==> src/rtl/core/dzs_pkg.sv <==
// Package for the diagonal zigzag scan block.
// Holds sizes, register indexes, the sequencer state type and status struct.
// Used by dzs_scan_seq and diagonal_zigzag_scan.
package dzs_pkg;

  localparam int MAX_ROWS    = 8;
  localparam int MAX_COLS    = 8;
  localparam int STORE_DEPTH = MAX_ROWS * MAX_COLS;

  localparam int DATA_W   = 32;
  localparam int CFG_W    = 4;
  localparam int CFG_IDX_W = 2;

  localparam int ADDR_W   = (STORE_DEPTH > 1) ? $clog2(STORE_DEPTH) : 1;
  localparam int LC_W     = $clog2(STORE_DEPTH + 1);
  localparam int DIM_R_W  = $clog2(MAX_ROWS + 1);
  localparam int DIM_C_W  = $clog2(MAX_COLS + 1);
  localparam int ROW_W    = (MAX_ROWS > 1) ? $clog2(MAX_ROWS) : 1;
  localparam int COL_W    = (MAX_COLS > 1) ? $clog2(MAX_COLS) : 1;
  localparam int K_W      = (MAX_ROWS + MAX_COLS - 1 > 1) ?
                            $clog2(MAX_ROWS + MAX_COLS - 1) : 1;

  localparam logic [CFG_IDX_W-1:0] REG_ROW_COUNT = CFG_IDX_W'(0);
  localparam logic [CFG_IDX_W-1:0] REG_COL_COUNT = CFG_IDX_W'(1);

  localparam logic [CFG_W-1:0] ROW_COUNT_RST = CFG_W'(8);
  localparam logic [CFG_W-1:0] COL_COUNT_RST = CFG_W'(8);

  typedef enum logic {
    ST_IDLE,
    ST_SCAN
  } seq_state_e;

  typedef struct packed {
    logic busy;
    logic last;
  } seq_stat_t;

endpackage

==> src/rtl/core/dzs_scan_seq.sv <==
// Zigzag address sequencer: walks the diagonals and yields store addresses.
// One address per step; flags the final element of the scan.
// Depends on dzs_pkg.
module dzs_scan_seq (
  input  logic                        clk_i,
  input  logic                        rst_ni,
  input  logic                        start_i,
  input  logic                        step_i,
  input  logic [dzs_pkg::DIM_R_W-1:0] rows_i,
  input  logic [dzs_pkg::DIM_C_W-1:0] cols_i,
  output logic [dzs_pkg::ADDR_W-1:0]  addr_o,
  output dzs_pkg::seq_stat_t          stat_o
);
  import dzs_pkg::*;

  localparam int CW = K_W + DIM_R_W + DIM_C_W;
  localparam int PW = ROW_W + DIM_C_W + 1;

  seq_state_e        state_q, state_d;
  logic [K_W-1:0]    k_q, k_d;
  logic [ROW_W-1:0]  i_q, i_d;
  logic [COL_W-1:0]  j_q, j_d;

  logic [CW-1:0]     kn, rm1, cm1, kmax, si, sj;
  logic              up, eod, last;
  logic [PW-1:0]     addr_w;

  assign rm1  = CW'(rows_i) - CW'(1);
  assign cm1  = CW'(cols_i) - CW'(1);
  assign kmax = rm1 + cm1;
  assign kn   = CW'(k_q) + CW'(1);
  assign up   = ~k_q[0];
  assign eod  = up ? ((i_q == '0) || (j_q == '0))
                   : ((CW'(i_q) == rm1) || (CW'(j_q) == cm1));
  assign last = (CW'(k_q) == kmax) && eod;

  assign addr_w = PW'(i_q) * PW'(cols_i) + PW'(j_q);
  assign addr_o = addr_w[ADDR_W-1:0];

  // start of the next diagonal
  always_comb begin
    if (!kn[0]) begin
      if (kn <= rm1) begin
        si = kn;
        sj = cm1;
      end else begin
        si = rm1;
        sj = kmax - kn;
      end
    end else begin
      if (kn <= cm1) begin
        si = '0;
        sj = cm1 - kn;
      end else begin
        si = kn - cm1;
        sj = '0;
      end
    end
  end

  always_comb begin
    state_d = state_q;
    case (state_q)
      ST_IDLE: if (start_i) state_d = ST_SCAN;
      ST_SCAN: if (step_i && last) state_d = ST_IDLE;
      default: state_d = ST_IDLE;
    endcase
  end

  always_comb begin
    stat_o.busy = (state_q == ST_SCAN);
    stat_o.last = last;
  end

  always_comb begin
    k_d = k_q;
    i_d = i_q;
    j_d = j_q;
    if (start_i && state_q == ST_IDLE) begin
      k_d = '0;
      i_d = '0;
      j_d = cm1[COL_W-1:0];
    end else if (step_i && state_q == ST_SCAN) begin
      if (eod) begin
        k_d = kn[K_W-1:0];
        i_d = si[ROW_W-1:0];
        j_d = sj[COL_W-1:0];
      end else if (up) begin
        i_d = i_q - ROW_W'(1);
        j_d = j_q - COL_W'(1);
      end else begin
        i_d = i_q + ROW_W'(1);
        j_d = j_q + COL_W'(1);
      end
    end
  end

  always_ff @(posedge clk_i or negedge rst_ni) begin
    if (!rst_ni) begin
      state_q <= ST_IDLE;
      k_q     <= '0;
      i_q     <= '0;
      j_q     <= '0;
    end else begin
      state_q <= state_d;
      k_q     <= k_d;
      i_q     <= i_d;
      j_q     <= j_d;
    end
  end

endmodule

==> src/rtl/core/diagonal_zigzag_scan.sv <==
// Diagonal zigzag scan: loads a matrix row-major, emits it in zigzag order.
// The completing element's transfer starts the scan state; results then leave through the registered read data.
// Throughput: one load per cycle while no scan is busy, one result per cycle while out_ready_i holds;
// the store's single read port with registered data sets the emit rate.
// Reset clears the load count and scan state; dimensions return to 8 by 8; store is not cleared.
// Depends on dzs_pkg and dzs_scan_seq.
module diagonal_zigzag_scan (
  input  logic                          clk_i,
  input  logic                          rst_ni,
  input  logic                          cfg_valid_i,
  output logic                          cfg_ready_o,
  input  logic [dzs_pkg::CFG_IDX_W-1:0] cfg_index_i,
  input  logic [dzs_pkg::CFG_W-1:0]     cfg_data_i,
  input  logic                          in_valid_i,
  output logic                          in_ready_o,
  input  logic signed [dzs_pkg::DATA_W-1:0] element_i,
  output logic                          out_valid_o,
  input  logic                          out_ready_i,
  output logic signed [dzs_pkg::DATA_W-1:0] value_o,
  output logic                          last_o
);
  import dzs_pkg::*;

  localparam int TOT_W = DIM_R_W + DIM_C_W;
  localparam int CMP_W = TOT_W + LC_W;

  logic [CFG_W-1:0]   row_count_q, col_count_q;
  logic [DIM_R_W-1:0] rows;
  logic [DIM_C_W-1:0] cols;
  logic [TOT_W-1:0]   total;
  logic [LC_W-1:0]    lc_q, lc_d, lc_inc;
  logic               in_fire, done, issue;
  logic               out_valid_q, last_q;
  logic [DATA_W-1:0]  rd_data_q;
  logic [ADDR_W-1:0]  rd_addr;
  seq_stat_t          stat;

  logic [DATA_W-1:0]  mem [STORE_DEPTH];

  always_comb begin
    if (row_count_q == '0) rows = DIM_R_W'(1);
    else if (32'(row_count_q) > 32'(MAX_ROWS)) rows = DIM_R_W'(MAX_ROWS);
    else rows = DIM_R_W'(row_count_q);
    if (col_count_q == '0) cols = DIM_C_W'(1);
    else if (32'(col_count_q) > 32'(MAX_COLS)) cols = DIM_C_W'(MAX_COLS);
    else cols = DIM_C_W'(col_count_q);
  end

  assign total  = TOT_W'(rows) * TOT_W'(cols);
  assign lc_inc = lc_q + LC_W'(1);
  assign done   = CMP_W'(lc_inc) >= CMP_W'(total);

  assign cfg_ready_o = 1'b1;
  assign in_ready_o  = ~stat.busy;
  assign in_fire     = in_valid_i & in_ready_o;
  assign issue       = stat.busy & (~out_valid_q | out_ready_i);

  always_comb begin
    lc_d = lc_q;
    if (in_fire) lc_d = done ? '0 : lc_inc;
  end

  always_ff @(posedge clk_i or negedge rst_ni) begin
    if (!rst_ni) begin
      row_count_q <= ROW_COUNT_RST;
      col_count_q <= COL_COUNT_RST;
    end else if (cfg_valid_i) begin
      case (cfg_index_i)
        REG_ROW_COUNT: row_count_q <= cfg_data_i;
        REG_COL_COUNT: col_count_q <= cfg_data_i;
        default: ;
      endcase
    end
  end

  always_ff @(posedge clk_i or negedge rst_ni) begin
    if (!rst_ni) begin
      lc_q        <= '0;
      out_valid_q <= 1'b0;
      last_q      <= 1'b0;
    end else begin
      lc_q <= lc_d;
      if (issue) begin
        out_valid_q <= 1'b1;
        last_q      <= stat.last;
      end else if (out_ready_i) begin
        out_valid_q <= 1'b0;
      end
    end
  end

  always_ff @(posedge clk_i) begin
    if (in_fire && (32'(lc_q) < 32'(STORE_DEPTH))) begin
      mem[lc_q[ADDR_W-1:0]] <= element_i;
    end
  end

  always_ff @(posedge clk_i) begin
    if (issue) begin
      rd_data_q <= mem[rd_addr];
    end
  end

  dzs_scan_seq u_seq (
    .clk_i  (clk_i),
    .rst_ni (rst_ni),
    .start_i(in_fire & done),
    .step_i (issue),
    .rows_i (rows),
    .cols_i (cols),
    .addr_o (rd_addr),
    .stat_o (stat)
  );

  assign out_valid_o = out_valid_q;
  assign value_o     = rd_data_q;
  assign last_o      = last_q;

endmodule
==> config.mk <==
export PLATFORM = sky130hd
export DESIGN_NAME = diagonal_zigzag_scan
export DESIGN_NICKNAME = d
export VERILOG_FILES = /design/src/rtl/core/dzs_pkg.sv /design/src/rtl/core/dzs_scan_seq.sv /design/src/rtl/core/diagonal_zigzag_scan.sv
export SDC_FILE = /design/constraint.sdc
export NUM_CORES = 2
export LEC_CHECK = 0
export BUFFER_PORTS_ARGS = -buffer_cell sky130_fd_sc_hd__clkbuf_2
export CAP_MARGIN = 15
export CORE_MARGIN = 2
export CORE_UTILIZATION = 51
export CTS_BUF_LIST = sky130_fd_sc_hd__clkbuf_4 sky130_fd_sc_hd__clkbuf_8
export DETAILED_ROUTE_END_ITERATION = 8
export GPL_ROUTABILITY_DRIVEN = 0
export HOLD_SLACK_MARGIN = 0.15
export MAX_ROUTING_LAYER = met4
export PLACE_DENSITY = 0.69
export SLEW_MARGIN = 5
export SYNTH_ARGS = -nofsm -noshare
export SYNTH_HDL_FRONTEND = slang
export SYNTH_SLANG_ARGS = --single-unit
==> constraint.sdc <==
create_clock -name clk_i -period 4.6 [get_ports clk_i]
set_input_delay 0.23 -clock clk_i [delete_from_list [all_inputs] [get_ports clk_i]]
set_output_delay 0.23 -clock clk_i [all_outputs]
set_load 0.01 [all_outputs]
==> key figures <==
Status
  – Status: finished clean

Finish
  – Register Area: 63200 um2
  – Finished Core Util: 60.2%
  – Share of cells above drive strength 1: 33.2%
  – Final #Nets: 4752
  – Fillcell total: 11408
  – Multi-input gate area in the final layout: 19400 um2
  – Final Instance Count excl. Fillers: 7028
  – Area added between synthesis and finish: 16.9%

Yosys
  – Adder-cell area share of the yosys netlist: 1.05%
  – Area contributors post-synth: edfxtp_1 (75%), mux4_2 (14%), nand2_1 (1.7%)
  – Syn avg cell area: 20.4 um2
  – Post-Synth XOR/XNOR Area: 0.381%
  – Dominant cell by count in the synthesized netlist: edfxtp_1
  – Post-synth EDFFs: 2080
  – Synth Instances: 4057
  – Seq/Total Area, Yosys: 76.3%
  – Main combinational cell family by area after synthesis: multiplexers
  – FFs w/ async S/R, synth: 1.33%
  – Yosys top cell area share: 75.5%
  – Most common flop cell mapped by yosys: edfxtp_1
  – Mux share of post-synthesis cell area: 14.8%
  – Simple-gate area share of the yosys netlist: 4.72%
  – Compound-Gate Fraction of Synth Area: 1.35%
  – Post-Syn Area: 82700 um2
  – Netlist cell types: 65
  – Cell taking the most area after synthesis: edfxtp_1
  – Most common library cells after synthesis: edfxtp_1 (2080), mux4_2 (530), nand2_1 (385)
  – YS warnings: 0
  – Yosys reg bits: 2108

Die
  – Core box area: 161000 um2
  – Io pins: 79
  – Site Rows: 147
  – Full die area: 165000 um2
  – Die height: 407 um
  – Die Width: 407 um
  – Initial Util: 51.5%

Critical path
  – Crit. End Element: flop
  – CP Class: reg2reg
  – Cell chain of the critical path: buf_6 -> nor2b_4 -> inv_2 -> nor2_4 -> fa_1 -> inv_1 -> fa_1 -> fa_4 -> buf_12 -> buf_12 -> buf_6 -> mux4_2 -> mux4_2 -> o22ai_1 -> buf_4 -> a21oi_2
  – WP data required: 5.30 ns
  – Slowest Stage Delay on Critical Path: 0.87 ns
  – Buf/Inv on CP: 7
  – Crit-path slowest cell: fa_4
  – CP top delay family: adder cells
  – CP Max Fanout: 8
  – Critical Path Start Type: flop
  – Crit path DAT: 5.26 ns

Flow run
  – Total of max-cap violations: 0

Power and ir drop
  – Worst vdd ir: 653 uV
  – Overall power: 72.4 mW
  – PwrDens: 748 nW/um2
  – Leakage: 31.6 nW

GRT
  – Gr usage total: 26.5%
  – Total gr overflow: 0
  – Largest net degree at the start of global routing: 91
  – First-pass GRT wire length: 303000 um
  – Antenna violations before repair: 3
  – Vias in the first global route: 43825

Timing
  – Hold WS: 0.151 ns
  – Setup ws final: 0.0476 ns
  – Clock skew: 0.0905 ns
  – Tcrit/Tclk final: 99.0%
  – Worst-Margin Slew: 0.970 ns
  – Fmax: 0.220 GHz
  – Final min period: 4.55 ns
  – Slew Viols, Final: 0
  – # setup viols final: 0
  – Final Hold Fails: 0
  – Slew HR: 35.2%
  – RSZ-0062 raised after global routing: true

Placed design
  – PortBufs: 77
  – HPWL Detailed: 113000 um
  – Pre-CTS WS: -0.495 ns
  – Placed cell count: 6364

CTS
  – Worst-skew pair later-pin latency: 1.05 ns
  – Clock Path Buffers: 4
  – CTS H-tree depth: 5
  – Clock sinks: 2108
  – CTS tree: done
  – CTS Root Cell: clkbuf_8
  – Clock Pin Slew Worst Setup and Hold Paths: 0.06 ns
  – Num CTS Buffers: 344

Detailed routing
  – 1st-iter DRT viols: 5189
  – Met3 WL: 19900 um
  – DRT Pass-1 Iters: 5
  – Met1 wire length: 81900 um
  – Final ANT Viol Nets: 0
  – Via count: 43504
  – Met2 WL: 102000 um
  – WL final: 211000 um
  – # DRC: 0
  – WL/cell: 30.0 um
  – Vias per std cell: 6.19
  – Highest routed layer: met4

Min path
  – Hold Path Class: in2reg
[routing by layer]
metal  vias to the layer above  track usage (%)
met5                         -                -
met4                         0             9.17
met3                       397             4.57
met2                      2461             40.9
met1                     22843             36.3
li1                      17803                -
[metrics by stage]
| stage | area [um2] | TNS [ns] |
|---|---|---|
| after CTS | 95800 | -0.401 |
| after detailed placement | 88600 | -4.58 |
| after global routing | 96800 | -0.921 |
| final | 96800 | 0 |
| after floorplan | 82800 | 0 |
| after global placement | 88600 | -4.03 |
[kinds of logic (layout without fill, tap and decap cells)]
| kind of cell | Yosys count | count (layout) |
|---|---|---|
| AND/OR/NAND/NOR | 864 | 864 |
| XOR/XNOR | 36 | 36 |
| other | 2 | 9 |
| buffers and inverters | 260 | 1064 |
| flip-flops | 2108 | 2108 |
| adder cells (fa/ha/maj) | 61 | 61 |
| AO/OA/AOI/OAI | 173 | 173 |
| multiplexers | 553 | 553 |
[layout by cell type (no fill, tap or decap), types with 27 or more instances in the layout]
master         instances
edfxtp_1            2080
mux4_2               530
nand2_1              378
clkbuf_8             349
buf_4                215
nand3_1              161
buf_12                95
clkbuf_4              94
clkbuf_2              76
clkinv_1              68
nor2_4                65
a21oi_1               63
nand4_1               63
nor3_1                56
dlygate4sd3_1         52
ha_1                  44
nor2_1                36
clkinv_2              34
inv_1                 27
[registers in the layout (all words and copies together), names as in the netlist]
| name | cells |
|---|---|
| value_o | 32 |
| out_valid_o | 1 |
| u_seq.k_q | 4 |
| u_seq.j_q | 3 |
| row_count_q | 4 |
| col_count_q | 4 |
| lc_q | 7 |
| last_o | 1 |
| mem | 2048 |
| u_seq.i_q | 3 |
| u_seq.state_q | 1 |
[path summary, 6_finish.rpt]
kind | slack [ns] | startpoint | cells past startpoint | to
min in group asynchronous | 0.35 | rst_ni | 4 | lc_q[2]
min | 0.15 | element_i[24] | 2 | mem[35][24]
max | 0.05 | col_count_q[3] | 16 | value_o[9]
max in group asynchronous | 4.05 | rst_ni | 4 | lc_q[1]
max reg2reg | 0.05 | col_count_q[3] | 16 | value_o[9]
min reg2reg | 0.49 | last_o | 2 | last_o
[where the power goes]
group / switching (mW) / internal (mW)
sequential: 0.364 / 21.8
combinational: 18.3 / 16.5
clock: 7.06 / 8.36
total: 25.7 / 46.6
[area by class of cell]
class                   count  area share (%)
diodes                      3         0.00776
clock buffers             443            5.69
clock inverters           120           0.838
inverters                  32           0.124
multi-input cells        1693            20.1
flip-flops and latches   2108            65.3
well taps                2160            2.79
repair buffers            469            5.18
[timing repair]
action / in CTS / in global routing
cloned: 4 / 3
setup buffers: 11 / 12
resized for setup: 54 / 63
hold buffers: 38 / 15
pin swaps: 29 / 25
setup endpoints to repair: 33 / 47
hold endpoints to repair: 1039 / 933
Note: power is estimated with default switching activity, not from simulation.
